--- src/design/shc_pkg.sv ---
// Shared types and constants for the substring hash compare block.
`default_nettype none

package shc_pkg;

    localparam int unsigned DEFAULT_MAX_LEN = 4096;
    localparam int unsigned FIELD_W         = 12;
    localparam int unsigned HASH_W          = 30;

    localparam logic [HASH_W-1:0] HASH_MOD = 30'd1000000007;

    // input function codes
    localparam logic FUNC_APPEND = 1'b0;
    localparam logic FUNC_QUERY  = 1'b1;

    // queue entry kinds
    localparam logic [1:0] OP_LOAD  = 2'd0;
    localparam logic [1:0] OP_QUERY = 2'd1;
    localparam logic [1:0] OP_BAD   = 2'd2;

    typedef struct packed {
        logic               func;
        logic [7:0]         char_byte;
        logic [FIELD_W-1:0] first_start;
        logic [FIELD_W-1:0] first_end;
        logic [FIELD_W-1:0] second_start;
        logic [FIELD_W-1:0] second_end;
    } t_in_item;

    typedef struct packed {
        logic [HASH_W-1:0] first_hash;
        logic [HASH_W-1:0] second_hash;
        logic              hashes_equal;
        logic              range_error;
    } t_out_item;

    // classified work item: prefix and power addresses precomputed
    typedef struct packed {
        logic [1:0]         kind;
        logic [7:0]         char_byte;
        logic [FIELD_W-1:0] hi1;
        logic [FIELD_W-1:0] lo1m1;
        logic [FIELD_W-1:0] plen1;
        logic               lo1_zero;
        logic [FIELD_W-1:0] hi2;
        logic [FIELD_W-1:0] lo2m1;
        logic [FIELD_W-1:0] plen2;
        logic               lo2_zero;
    } t_op;

endpackage

`default_nettype wire

--- src/design/shc_queue.sv ---
// Two-entry queue of classified items between the front end and the back end.
`default_nettype none

module shc_queue (
    input  logic         i_clk,
    input  logic         i_rst_n,
    input  logic         i_push,
    input  shc_pkg::t_op i_op,
    output logic         o_full,
    input  logic         i_pop,
    output logic         o_valid,
    output shc_pkg::t_op o_op
);
    import shc_pkg::*;

    localparam int unsigned DEPTH = 2;
    localparam int unsigned PW    = $clog2(DEPTH);
    localparam int unsigned CNTW  = $clog2(DEPTH + 1);

    t_op             r_mem [DEPTH];
    logic [PW-1:0]   r_wp;
    logic [PW-1:0]   r_rp;
    logic [CNTW-1:0] r_cnt;

    assign o_full  = (r_cnt == CNTW'(DEPTH));
    assign o_valid = (r_cnt != '0);
    assign o_op    = r_mem[r_rp];

    always_ff @(posedge i_clk) begin
        if (i_push) begin
            r_mem[r_wp] <= i_op;
        end
    end

    always_ff @(posedge i_clk) begin
        if (!i_rst_n) begin
            r_wp  <= '0;
            r_rp  <= '0;
            r_cnt <= '0;
        end else begin
            if (i_push) begin
                r_wp <= r_wp + 1'b1;
            end
            if (i_pop) begin
                r_rp <= r_rp + 1'b1;
            end
            if (i_push && !i_pop) begin
                r_cnt <= r_cnt + 1'b1;
            end else if (i_pop && !i_push) begin
                r_cnt <= r_cnt - 1'b1;
            end
        end
    end

endmodule

`default_nettype wire

--- config.mk ---
export PLATFORM = sky130hd
export DESIGN_NAME = shc_queue
export DESIGN_NICKNAME = d
export VERILOG_FILES = /design/src/design/shc_pkg.sv /design/src/design/shc_queue.sv
export SDC_FILE = /design/constraint.sdc
export NUM_CORES = 1
export LEC_CHECK = 0
export CAP_MARGIN = 20
export CORE_ASPECT_RATIO = 1.1
export CORE_MARGIN = 1
export CORE_UTILIZATION = 55
export CTS_CLUSTER_SIZE = 10
export DETAILED_ROUTE_END_ITERATION = 10
export DONT_BUFFER_PORTS = 1
export GPL_TIMING_DRIVEN = 0
export PLACE_DENSITY = 0.78
export SLEW_MARGIN = 10
export SYNTH_ARGS = -nofsm -noshare
export SYNTH_HDL_FRONTEND = slang
export SYNTH_SLANG_ARGS = --single-unit
--- constraint.sdc ---
create_clock -name i_clk -period 10.8 [get_ports i_clk]
set_clock_uncertainty 0.2 [all_clocks]
set_input_delay 0.54 -clock i_clk [delete_from_list [all_inputs] [get_ports i_clk]]
set_output_delay 0.54 -clock i_clk [all_outputs]
set_load 0.05 [all_outputs]
# Yosys cells after proc, flatten, opt, wreduce, memory -nomap -nowiden
# Memory sizes are Yosys's and may differ from the RTL's. A register that Yosys moved wholly into a read port is not among the register bits.
# Index checks and enable logic that the tools add are counted.
[totals]
reg_bits = 4
latchBits = 0
word_cells = 21
out_inout_bits = 86
n_memories = 1
mem_bits_ro = 0
ramBits = 168
[mem_list]
columns = ["memory", "words", "word_bits", "rd", "rd_ports_with_merged_regs", "wr", "line", "source"]
rows = [
  ["r_mem", 2, 84, 1, 1, 1, "shc_queue.sv:20", "t_op r_mem [DEPTH];"],
]
[op_classes]
n_bitwise = 0
div = 0
eq_ne = 1
n_mux = 6
add_sub_neg = 4
magnitude_cmp = 0
n_reduce_logical = 6
multipliers = 0
n_shift = 0
[op_table]
columns = ["op", "n"]
rows = [
  ["$mux W1", 4],
  ["$mux W2", 2],
  ["$reduce_bool A2 Y1", 2],
  ["$add A1 B1 Y1 const B", 2],
  ["$add A2 B1 Y2 const B", 1],
  ["$eq A2 B2 Y1 const B", 1],
  ["$logic_and A1 B1 Y1", 2],
  ["$logic_not A1 Y1", 2],
  ["$sub A2 B1 Y2 const B", 1],
]

# Longest topological paths before layout
[depth]
depth_word = 4
mapped_depth = 5
mapped_depth_nobuf = 5

# Worst setup path after synthesis
# OpenSTA, ideal clock, no wires.
[synth_path]
path_kind = "input to register"
start = "input i_push"
end = "memory r_mem[0][0] (netlist name) (enable)"
stages = 1
required_time_ps = 10062
slack_ps = 5823
arrival_ps = 4240
path_buffers = 0
setup_time_ps = 538
cell_sequence = "nor2b_1"
[synth_via]
elab_chain_len = 2
[synth_rtl]
columns = ["element", "line", "source"]
rows = [
  ["start, declared", "shc_queue.sv:7", "input logic i_push,"],
  ["$mux W1", "shc_queue.sv:30", "if (i_push) begin"],
  ["$mux W1 (not written as such)", "shc_queue.sv:31", "r_mem[r_wp] <= i_op;"],
  ["end, declared", "shc_queue.sv:20", ""],
]
# No other way between the ends.

==> results.py <==
metrics = {
    "sta": {
        "fmax_mhz": 428.1,
        "slew_violations": 0,
        "hold_viol_final": 0,
        "tns_ns": 0,
        "setup-violations-final": 0,
        "worst_slew_pin_slew_ns": 0.6129,
        "rsz0062_at_grt": "false",
        "maxSlewHeadroom_pct": 59.06,
        "period_needed_ns": 2.336,
        "post-route-period-util_pct": 21.63,
    },
    "cts": {
        "cts.sinks": 173,
        "cts_tree": "done",
        "clk_latency_ns": 0.41,
        "h-tree-depth": 4,
        "clk_pin_slew_worst_paths_ns": 0.06,
        "cts_root_buf": "clkbuf_16",
        "cts_setup_buffers": 0,
        "cts_buffers": 17,
        "clockBufferDepth": 2,
    },
    "drt": {
        "wl_per_cell_um": 20.08,
        "wl_um": 10690,
        "antenna_left": 0,
        "vias": 2827,
        "drc": 0,
        "drt_iter0_drc": 84,
        "firstDrtPassIters": 4,
        "viasPerCell": 5.314,
    },
    "power_and_ir_drop": {
        "power_density_mw_per_mm2": 202.3,
        "ir_drop_v": 0.0001277,
        "p_leak_nw": 2.859,
        "power_mw": 1.624,
    },
    "worst_setup_path": {
        "r2r_cells": 3,
        "crit_required_ns": 10.06,
        "slowest_delay_ns": 0.40,
        "end_kind": "output port",
        "reg2reg_to": "r_mem[0][12]$_DFFE_PP_",
        "r2r-start": "r_wp$_SDFFE_PN0P_",
        "critPathMaxFanout": 10,
        "cp.arrival_ns": 1.60,
        "crit_path_top_delay_cell": "mux2_4",
        "crit_chain": "buf_4 > buf_6 > mux2_4",
        "cp-start-kind": "flip-flop",
        "path_buf_inv": 2,
        "reg2reg_slack_ns": 8.95,
        "cpLargestDelayFamily": "buffers and inverters",
        "crit_type": "reg -> out",
    },
    "finish": {
        "register_area_mm2": 0.005145,
        "nNetsFinal": 458,
        "fin_cells": 532,
        "layout_common_cells": "168 x edfxtp_1, 63 x dlygate4sd3_1, 60 x mux2_4",
        "drive_gt1_share_pct": 33.77,
        "layout_commonest_cell": "edfxtp_1",
        "fin_util_pct": 69.84,
        "insertedDiodeCount": 0,
        "multi_input_area_mm2": 0.001299,
        "synthToLayoutAreaGrowth_pct": 23.04,
        "fill_cells": 707,
    },
    "logic_synthesis": {
        "netlist_area_mm2": 0.006523,
        "syn-num-nets": 372,
        "synth_seq_cells": 173,
        "synth.distinct_cells": 19,
        "ys_warn_count": 0,
        "ys_seq_area_share_pct": 78.88,
        "syn_inst": 283,
        "avgSynthCellArea_um2": 23.05,
    },
    "place": {
        "hpwl_um": 6693,
        "io_buffers": 0,
        "dp_cells": 437,
        "place_congestion": 0.6923,
    },
    "global_route": {
        "antenna_found_initial": 0,
        "grt_usage_pct": 15.82,
        "grt_pass1_wl_um": 13810,
        "grt_overflow": 0,
        "grt_pass1_vias": 2604,
        "grt_max_degree": 52,
    },
    "hold_path": {
        "min_path_cells": 0,
        "hp-start": "i_op[46]",
        "hold_path_class": "in -> reg",
        "holdPathEnd": "r_mem[0][46]$_DFFE_PP_",
    },
    "floorplan": {
        "die_w_um": 105.8,
        "rows": 41,
        "io_pins": 174,
        "core-area_mm2": 0.01149,
        "dieArea_mm2": 0.01230,
        "dieHeight_um": 116.2,
        "initial_utilization_pct": 56.76,
    },
    "job": {
        "cap_viol_max_count": 0,
    },
    "status": {
        "status": "completed",
    },
}
final cells by class:
cell class / instances / area share (%)
sequential: 173 / 64.11
multi-input combinational: 100 / 16.18
timing repair buffer: 67 / 9.136
clock buffer: 18 / 5.348
tap: 150 / 2.339
clock inverter: 14 / 1.777
buffer: 9 / 1.060
inverter: 1 / 0.04677
worst reg2reg max path, cell delays in order, from the launching register on:
cell and delay, ns:
dfxtp_1 0.34, nor2b_4 0.51, buf_16 0.25, buf_12 0.22
sequential cells by signal, summed over array words and instances, names as in the netlist, named ones only:
name	cells
r_rp	1
r_wp	1
r_mem	168
r_cnt	2
layer usage:
| layer | vias up | wire, um | GRT usage, % | part of all wire, % |
|---|---|---|---|---|
| met5 | - | 0 | 0 | 0 |
| met4 | 0 | 117 | 7.963 | 1.1 |
| met3 | 9 | 906 | 8.650 | 8.5 |
| met2 | 123 | 5712 | 27.02 | 53 |
| met1 | 1405 | 3948 | 15.66 | 37 |
| li1 | 1290 | - | - | - |
synth_stat cells, drive strengths merged:
master,instances,area (um^2)
o21ai,1,5.000
ha,1,12.51
and2,4,25.02
edfxtp,168,5045
mux2,84,1171
xnor2,1,8.760
inv,1,3.750
buf,9,85.08
o21a,1,7.510
dfxtp,5,100.1
or2,1,6.260
a21boi,1,7.510
xor2,2,17.52
or3,1,6.260
and2b,1,8.760
nor2b,2,12.51
worst max path at each step:
| stage | startpoint | slack [ns] | depth (start not counted) | endpoint |
|---|---|---|---|---|
| global route | flip-flop | 8.37 | 3 | o_op[37] |
| finish | flip-flop | 8.46 | 3 | o_op[37] |
| CTS | flip-flop | 8.42 | 3 | o_op[30] |
| global placement | i_push | 4.04 | 1 | r_mem[0][12]$_DFFE_PP_ |
| detailed placement | i_push | 8.70 | 3 | r_mem[0][3]$_DFFE_PP_ |
| floorplan | i_push | 5.82 | 1 | r_mem[0][0]$_DFFE_PP_ |
power by group:
| group | switching (mW) | internal [mW] | total [mW] |
|---|---|---|---|
| Sequential | 0.00964 | 0.775 | 0.785 |
| Combinational | 0.175 | 0.0810 | 0.256 |
| Clock | 0.241 | 0.341 | 0.582 |
per-stage QoR:
stage	instance area, um^2	hold slack [ns]	worst slack, ns
after floorplan	6523	0.2612	5.823
after global placement	6710	0.2788	4.038
after detailed placement	6823	0.3168	8.705
after CTS	7395	0.002881	8.420
after global routing	8025	-0.0005392	8.369
final	8025	0.02255	8.464
logic make-up (layout without fill, tap and decap cells):
group | after synthesis | in the layout | synth area share, %
compound gates | 3 | 3 | 0.3069
xor+xnor | 3 | 3 | 0.4029
fa+ha+maj | 1 | 1 | 0.1918
buf+inv | 10 | 109 | 1.362
flops | 173 | 173 | 78.88
mux | 84 | 84 | 17.96
simple gates | 9 | 9 | 0.9016
timing repair:
action	CTS	global route
hold endpoints to repair	0	103
hold buffers	0	63
gates resized for setup	0	0
(Power assumes the default switching activity.)
