===== src/design/shc_pkg.sv =====
// Shared types and constants for the substring hash compare block.
`default_nettype none

package shc_pkg;

    localparam int unsigned DEFAULT_MAX_LEN = 4096;
    localparam int unsigned FIELD_W         = 12;
    localparam int unsigned HASH_W          = 30;

    localparam logic [HASH_W-1:0] HASH_MOD = 30'd1000000007;

    // input function codes
    localparam logic FUNC_APPEND = 1'b0;
    localparam logic FUNC_QUERY  = 1'b1;

    // queue entry kinds
    localparam logic [1:0] OP_LOAD  = 2'd0;
    localparam logic [1:0] OP_QUERY = 2'd1;
    localparam logic [1:0] OP_BAD   = 2'd2;

    typedef struct packed {
        logic               func;
        logic [7:0]         char_byte;
        logic [FIELD_W-1:0] first_start;
        logic [FIELD_W-1:0] first_end;
        logic [FIELD_W-1:0] second_start;
        logic [FIELD_W-1:0] second_end;
    } t_in_item;

    typedef struct packed {
        logic [HASH_W-1:0] first_hash;
        logic [HASH_W-1:0] second_hash;
        logic              hashes_equal;
        logic              range_error;
    } t_out_item;

    // classified work item: prefix and power addresses precomputed
    typedef struct packed {
        logic [1:0]         kind;
        logic [7:0]         char_byte;
        logic [FIELD_W-1:0] hi1;
        logic [FIELD_W-1:0] lo1m1;
        logic [FIELD_W-1:0] plen1;
        logic               lo1_zero;
        logic [FIELD_W-1:0] hi2;
        logic [FIELD_W-1:0] lo2m1;
        logic [FIELD_W-1:0] plen2;
        logic               lo2_zero;
    } t_op;

endpackage

`default_nettype wire


===== src/design/shc_front.sv =====
// Front end: accepts input transfers, tracks loaded length, classifies items.
`default_nettype none

module shc_front #(
    parameter int unsigned MAX_LEN = shc_pkg::DEFAULT_MAX_LEN
) (
    input  logic             i_clk,
    input  logic             i_rst_n,
    input  logic             i_in_valid,
    output logic             o_in_stall,
    input  shc_pkg::t_in_item i_in_data,
    input  logic             i_q_full,
    output logic             o_push,
    output shc_pkg::t_op     o_op
);
    import shc_pkg::*;

    localparam int unsigned LW = $clog2(MAX_LEN + 1);
    localparam int unsigned CW = (LW > FIELD_W) ? LW : FIELD_W;

    logic [LW-1:0] r_len;
    logic [LW-1:0] n_len;
    logic          accept;
    logic          is_load;
    logic          len_full;
    logic          bad;
    logic [CW-1:0] len_x;
    logic [CW-1:0] b_x;
    logic [CW-1:0] d_x;

    assign accept   = i_in_valid && !i_q_full;
    assign is_load  = (i_in_data.func == FUNC_APPEND);
    assign len_full = (r_len == LW'(MAX_LEN));

    assign len_x = CW'(r_len);
    assign b_x   = CW'(i_in_data.first_end);
    assign d_x   = CW'(i_in_data.second_end);

    assign bad = (i_in_data.first_start > i_in_data.first_end) || (b_x >= len_x) ||
                 (i_in_data.second_start > i_in_data.second_end) || (d_x >= len_x);

    assign o_in_stall = i_q_full;
    assign o_push     = accept && !(is_load && len_full);

    always_comb begin
        o_op.kind      = is_load ? OP_LOAD : (bad ? OP_BAD : OP_QUERY);
        o_op.char_byte = i_in_data.char_byte;
        o_op.hi1       = i_in_data.first_end;
        o_op.lo1m1     = i_in_data.first_start - 1'b1;
        o_op.plen1     = i_in_data.first_end - i_in_data.first_start + 1'b1;
        o_op.lo1_zero  = (i_in_data.first_start == '0);
        o_op.hi2       = i_in_data.second_end;
        o_op.lo2m1     = i_in_data.second_start - 1'b1;
        o_op.plen2     = i_in_data.second_end - i_in_data.second_start + 1'b1;
        o_op.lo2_zero  = (i_in_data.second_start == '0);
    end

    assign n_len = (accept && is_load && !len_full) ? r_len + 1'b1 : r_len;

    always_ff @(posedge i_clk) begin
        if (!i_rst_n) begin
            r_len <= '0;
        end else begin
            r_len <= n_len;
        end
    end

endmodule

`default_nettype wire


===== config.mk =====
export PLATFORM = sky130hd
export DESIGN_NAME = shc_front
export DESIGN_NICKNAME = d
export VERILOG_FILES = /design/src/design/shc_pkg.sv /design/src/design/shc_front.sv
export SDC_FILE = /design/constraint.sdc
export NUM_CORES = 1
export LEC_CHECK = 0
export BUFFER_PORTS_ARGS = -buffer_cell sky130_fd_sc_hd__buf_2
export CAP_MARGIN = 20
export CORE_ASPECT_RATIO = 0.9
export CORE_UTILIZATION = 47
export CTS_BUF_LIST = sky130_fd_sc_hd__clkbuf_8
export DETAILED_ROUTE_END_ITERATION = 6
export GPL_ROUTABILITY_DRIVEN = 0
export PLACE_DENSITY = 0.85
export REMOVE_ABC_BUFFERS = 1
export SLEW_MARGIN = 0
export SYNTH_ARGS = -nofsm -noshare
export SYNTH_HDL_FRONTEND = slang
export SYNTH_SLANG_ARGS = --single-unit

===== constraint.sdc =====
create_clock -name i_clk -period 2.3 [get_ports i_clk]
set_input_delay 0.23 -clock i_clk [delete_from_list [all_inputs] [get_ports i_clk]]
set_output_delay 0.23 -clock i_clk [all_outputs]
set_load 0.02 [all_outputs]

## Word-level counts from Yosys, hierarchy flattened

Cells that the tools add are included.

- Bits in registers: 13
- Input bits: 61
- Output and inout port bits: 86
- Logic and storage cells: 29

- Add/sub/neg operators: 7
- Order comparisons: 4
- Eq/ne operators: 1
- Mux-type cells: 2
- Bitwise gates (word level): 1
- Reduce and logical (&&, ||, !) cells: 13

Operator list:

| kind | count |
|---|---|
| greater-or-equal comparator 12 x 13 -> 1 bit | 2 |
| adder 12 x 1 -> 12 bit (second input constant) | 2 |
| > comparator 12 bit | 2 |
| zero test 12 bit | 2 |
| subtractor 12 x 1 -> 12 bit (second input constant) | 2 |
| subtractor 12 bit | 2 |
| adder 13 x 1 -> 13 bit (second input constant) | 1 |
| == test 13 bit (second input constant) | 1 |
| logical AND 1 bit | 5 |
| 2-to-1 mux 2 bit | 2 |
| zero test 1 bit | 3 |
| logical OR 1 bit | 3 |
| NOT 1 bit | 1 |

## Logic depth before layout (Yosys ltp)

Gate-level depths: netlist of the first run.

- Depth in word-level cells: 6
- Gate-level depth with buffers: 10

## Worst setup path after synthesis of the first run

OpenSTA, ideal clock, no wires.

- Path kind: input port to output port
- From: input port i_in_data[25] (netlist bit)
- To: output port o_op[49] (netlist bit)
- Data arrival time: 2.311 ns
- Required time: 2.070 ns
- Path slack: -0.241 ns
- Cell stages on the path: 10
- Path through: inv_1 -> ha_1 -> inv_1 -> ha_1 -> fa_1 -> a21o_1 -> a211oi_2 -> o21ai_1 -> nand3_1 -> nor3b_1

RTL lines:

| what | line | source |
|---|---|---|
| start: declaration | shc_front.sv:11 | `input shc_pkg::t_in_item i_in_data,` |
| end: declaration | shc_front.sv:14 | `output shc_pkg::t_op o_op` |

==> results of run 1 <==
cell usage after synthesis, types with 3 or more instances:
master    instances  area [sq um]
ha_1             92          1150
inv_1            71           267
xnor2_1          35           307
buf_4            33           248
nor2_1           25          93.8
a21oi_1          20           100
nand2_1          20          75.1
and2_1           16           100
o21ai_0          15          75.1
dfxtp_1          13           260
nor3_1           13          65.1
xor2_1           10          87.6
nand3_1           9          45.0
nand4_1           8          50.1
nor4_1            8          50.1
a21o_1            6          45.0
nor2b_1           5          31.3
fa_1              4          80.1
nor3_2            4          40.0
a211oi_1          3          22.5
nand2b_1          3          18.8
nor3b_1           3          22.5
nor4b_2           3          45.0
o211ai_1          3          22.5
o21a_1            3          22.5
o21ai_1           3          15.0
o311ai_0          3          26.3
critical path, cell delays in order:
cell	delay, ps
buf_8	80
inv_6	30
ha_4	260
inv_2	40
ha_4	150
fa_2	360
a21o_1	210
a211oi_2	310
o21ai_2	150
a2111oi_4	320
nor3b_2	80
buf_4	170
metrics by stage:
| stage | utilization | std cells | area (sq um) | total power (uW) | hold slack (ps) |
|---|---|---|---|---|---|
| after floorplan | - | 445 | 3560 | 933 | 352 |
| after global placement | 0.613 | 722 | 4720 | 1370 | 460 |
| after CTS | 0.657 | 733 | 5050 | 1710 | 329 |
| final | 0.688 | 739 | 5300 | 1850 | 316 |
| after detailed placement | 0.613 | 722 | 4720 | 1410 | 460 |
| after global routing | 0.688 | 739 | 5300 | 1960 | 331 |
layer usage:
layer  up-vias  track usage  wire length [microns]
met5         -            0                      0
met4         0       0.0706                    507
met3        66       0.0425                    803
met2       246        0.469                   6270
met1      1978        0.298                   4750
li1       1961            -                      -
repair_timing:
action                                  in CTS  in global routing
setup buffers                                7                  6
pin swaps                                   23                 20
cloned                                       0                  0
gates resized for setup                     66                 44
endpoints found under the setup margin      13                 13
layout make-up:
cell class | count | area, sq um
clock buffers | 3 | 41.3
clock inverters | 1 | 3.75
fillers | 550 | 2400
inverters | 71 | 277
multi-input cells | 361 | 3380
flip-flops and latches | 13 | 282
well taps | 96 | 120
repair buffers | 194 | 1200
how the worst max path moves through the flow:
stage	end	startpoint	slack, ps	cells past startpoint
final	o_op[49]	i_in_data[25]	-330	12
after global placement	o_op[49]	i_in_data[25]	-450	12
after global routing	o_op[49]	i_in_data[25]	-380	12
after floorplan	o_op[49]	i_in_data[25]	-240	10
after detailed placement	o_op[49]	i_in_data[25]	-480	12
after CTS	o_op[49]	i_in_data[25]	-290	12
logic make-up after synthesis:
logic type | count (synthesis) | synth area share
XOR/XNOR | 45 | 0.103
multiplexers | 1 | 0.00295
buffers and inverters | 105 | 0.136
AND/OR/NAND/NOR | 140 | 0.224
adder cells (fa/ha/maj) | 96 | 0.323
AO/OA/AOI/OAI | 79 | 0.143
flip-flops | 13 | 0.0682
power by group:
| part | internal (uW) | switching [uW] |
|---|---|---|
| registers | 224 | 2.42 |
| logic | 608 | 791 |
| clock network | 119 | 104 |
| total | 950 | 897 |
==> flow_summary.ini, run 1 <==
[floorplan]
initial_utilization = 0.496
fp.dieW_microns = 97.0
design.core.area_sq_um = 7690
die_h_microns = 87.5
placementRows = 30
design.die.area_sq_um = 8480
num_io_pins = 147

[sta]
finalHoldViolations = 0
tns_ps = -1120
clock_skew_ps = 5.59
max_slew.worst_pin.slew_ps = 508
setup_slack_ps = -325
setup_viol = 11
rsz0062_at_grt = yes
fin_crit_sh = 1.14
fmax_ghz = 0.381
relSlewSlack = 0.659
slew_viol_final = 0
min_period_ps = 2630

[cells_and_area]
layout_common_cells = 115 x buf_2, 75 x ha_1, 73 x buf_4, 58 x inv_1, 34 x xnor2_1
layout_commonest_cell = buf_2
nets = 801
antenna_cells = 0
drive_gt1_frac = 0.449
largest_register_ffs = 13
syn2layout_area_growth_pct = 38.9

[clocking]
cts_tree = built
cts-root-buf = clkbuf_8
cts-buffers-inserted = 3
path_clk_slew_ps = 70
h-tree-depth = 1
clock_path_buffers = 2
clk_latency_ps = 260
cts_hold_buf = 0
cts_sinks = 13

[worst_setup_path]
cp-start-kind = primary input
crit_required_ps = 2070
crit_type = in -> out
r2r-end = len_x[2]
arrival_ps = 2400
regToRegSetupSlack_ps = 590
timing.rr.start = len_x[0]
rr_worst_depth = 7
path_max_fanout = 2
crit_path_end_kind = primary output

[grt]
grt_pass1_wl_microns = 17900
grt_max_degree = 14
gr-total-overflow = 0
grt_usage = 0.252
grt_pass1_vias = 3934
grt_antenna_before_repair = 0

[pwr]
powerDensity_nw_per_um2 = 349
ir_drop_mv = 0.174
total_leakage_power_uw = 0.00262

[hold_path]
min-delay-start = i_rst_n
min_path_type = in -> reg
hold_depth = 2
min_to = len_x[1]

[routing]
antenna_left = 0
wl_per_cell_microns = 16.7
via_per_inst = 5.75
via_count = 4251
drt-pass1-iter-count = 5
finalWirelength_microns = 12300
drt_iter0_markers = 222
route.detailed.drc = 0

[yosys]
netlist_area_sq_um = 3810
yosys_warnings = 0
ys_seq_area_frac = 0.0682
syn_area_per_cell_sq_um = 7.96
synth_cell_types = 62
async_reset_ff_frac = 0
syn_inst = 479
ys_seq_elements = 13
synth-main-ff-cell = dfxtp_1
synth-edff-count = 0

[flow_run]
drv_cap = 0

[placed_design]
place_hpwl_microns = 9040
port_buffers = 130
pre_cts_slack_ps = -480

[outcome]
violations = setup timing
run_status = finished, violations left
(Power assumes the default switching activity.)
==> run 2, diff against run 1 <==
--- a/config.mk
+++ b/config.mk
@@ -7,12 +7,14 @@
 export LEC_CHECK = 0
 export BUFFER_PORTS_ARGS = -buffer_cell sky130_fd_sc_hd__buf_2
 export CAP_MARGIN = 20
+export CELL_PAD_IN_SITES_DETAIL_PLACEMENT = 1
+export CELL_PAD_IN_SITES_GLOBAL_PLACEMENT = 2
 export CORE_ASPECT_RATIO = 0.9
-export CORE_UTILIZATION = 47
+export CORE_UTILIZATION = 26
 export CTS_BUF_LIST = sky130_fd_sc_hd__clkbuf_8
 export DETAILED_ROUTE_END_ITERATION = 6
 export GPL_ROUTABILITY_DRIVEN = 0
-export PLACE_DENSITY = 0.85
+export PLACE_DENSITY = 0.86
 export REMOVE_ABC_BUFFERS = 1
 export SLEW_MARGIN = 0
 export SYNTH_ARGS = -nofsm -noshare
==> run 2 against run 1 <==
Effect of this change:
- the run still ends with setup timing left
- cell area up 9.7%
- global-route usage down 7.3 points
- utilization down 28 points
- critical path type unchanged
- largest cell class unchanged
- highest routed layer unchanged
==> flow_summary.ini, run 2 (synthesis results as in run 1) <==
[worst_setup_path]
path_depth = 12
crit_type = in -> out
arrival_ps = 2390
critPathBufInv = 4
crit_chain = buf_8 > inv_6 > ha_4 > inv_4 > ha_4 > fa_2 > a21o_1 > a211oi_2 > o21ai_2 > a2111oi_4 > nor3b_2 > buf_4
crit_required_ps = 2070
worst_path_most_repeated_cell = ha_4
path_delay_family = compound AO/OA/AOI/OAI gates
cp-start-kind = primary input
cpPeakStageDelay_ps = 340
cp_slowest_cell = fa_2
rr_worst_depth = 7
crit_path_end_kind = primary output
path_max_fanout = 2

[pwr]
total_leakage_power_uw = 0.00281
ir_drop_mv = 0.176
powerDensity_nw_per_um2 = 335
total_power_uw = 1950

[sta]
fin_crit_sh = 1.14
slew_viol_final = 0
tns_ps = -1730
setup_viol = 11
finalHoldViolations = 0
setup_slack_ps = -325
clock_skew_ps = 3.96
max_slew.worst_pin.slew_ps = 599
fmax_ghz = 0.381
whs_ps = 347
relSlewSlack = 0.597
min_period_ps = 2620
rsz0062_at_grt = yes

[grt]
grt_pass1_wl_microns = 21400
grt_pass1_vias = 4341
grt_usage = 0.179
gr-total-overflow = 0
grt_antenna_before_repair = 0
grt_max_degree = 14

[routing]
finalWirelength_microns = 14100
drt-pass1-iter-count = 4
route.detailed.drc = 0
drt_iter0_markers = 85
wl_per_cell_microns = 16.4
antenna_left = 0
via_per_inst = 4.74
via_count = 4092

[placed_design]
port_buffers = 130
place_hpwl_microns = 11500

[floorplan]
design.die.area_sq_um = 15200
design.core.area_sq_um = 14200
fp.dieW_microns = 130
num_io_pins = 147
placementRows = 41
initial_utilization = 0.269
die_h_microns = 117

[clocking]
clock_path_buffers = 2
cts-buffers-inserted = 3
path_clk_slew_ps = 60
cts_hold_buf = 0
cts-root-buf = clkbuf_8
cts_tree = built
cts_sinks = 13
h-tree-depth = 1
clk_latency_ps = 250

[cells_and_area]
nets = 828
drive_gt1_frac = 0.499
largest_register_ffs = 13
syn2layout_area_growth_pct = 52.4
layout_common_cells = 111 x buf_2, 101 x buf_4, 71 x ha_1, 54 x inv_1, 34 x xnor2_1
antenna_cells = 0
post-route-util = 0.411
layout_commonest_cell = buf_2

[hold_path]
min_path_type = in -> reg
hold_depth = 2

[flow_run]
drv_cap = 0

[outcome]
violations = setup timing
run_status = finished, violations left
==> run 2: cell types whose count changed in the layout (fill, tap and decap cells not counted), sizes merged <==
cell,change
buf,+27
==> run 2: worst paths after layout <==
check	start	to	slack [ps]
worst max-delay path	i_in_data[25]	o_op[49]	-320
worst min-delay path	i_rst_n	len_x[6]	350
worst max register to register	len_x[0]	len_x[2]	550
worst min register to register	len_x[12]	len_x[12]	580
==> run 2: per-layer routing <==
metal,global-route usage,share of wire,vias up
met1,0.222,0.45,1966
met2,0.340,0.51,95
li1,-,-,2021
met4,0.0124,0.0070,0
met3,0.0218,0.033,10
met5,0,0,-
==> run 2: layout make-up <==
class / instances / area [sq um]
Clock buffer: 3 / 41.3
Clock inverter: 1 / 3.75
Fill cell: 1735 / 8350
Inverter: 71 / 289
Multi-Input combinational cell: 361 / 3530
Sequential cell: 13 / 283
Tap cell: 193 / 241
Timing Repair Buffer: 221 / 1420
==> run 2: power by group <==
part           internal (uW)  total, uW  switching, uW
Clock                    118        209           91.1
Sequential               224        226           2.16
Combinational            679       1510            831
Total                   1020       1950            924
==> run 2: what timing repair did <==
action / 4_1_cts / 5_1_grt
setup endpoints to repair: 14 / 13
buffers inserted: 8 / 11
gates resized for setup: 91 / 59
pin swaps: 28 / 32
==> run 2: per-stage QoR <==
stage / cells / worst slack, ps / instance area (sq um)
finish: 863 / -325 / 5810
global route: 863 / -403 / 5810
CTS: 852 / -374 / 5470
detailed placement: 840 / -631 / 4990
global placement: 840 / -515 / 4990
floorplan: 445 / -241 / 3560
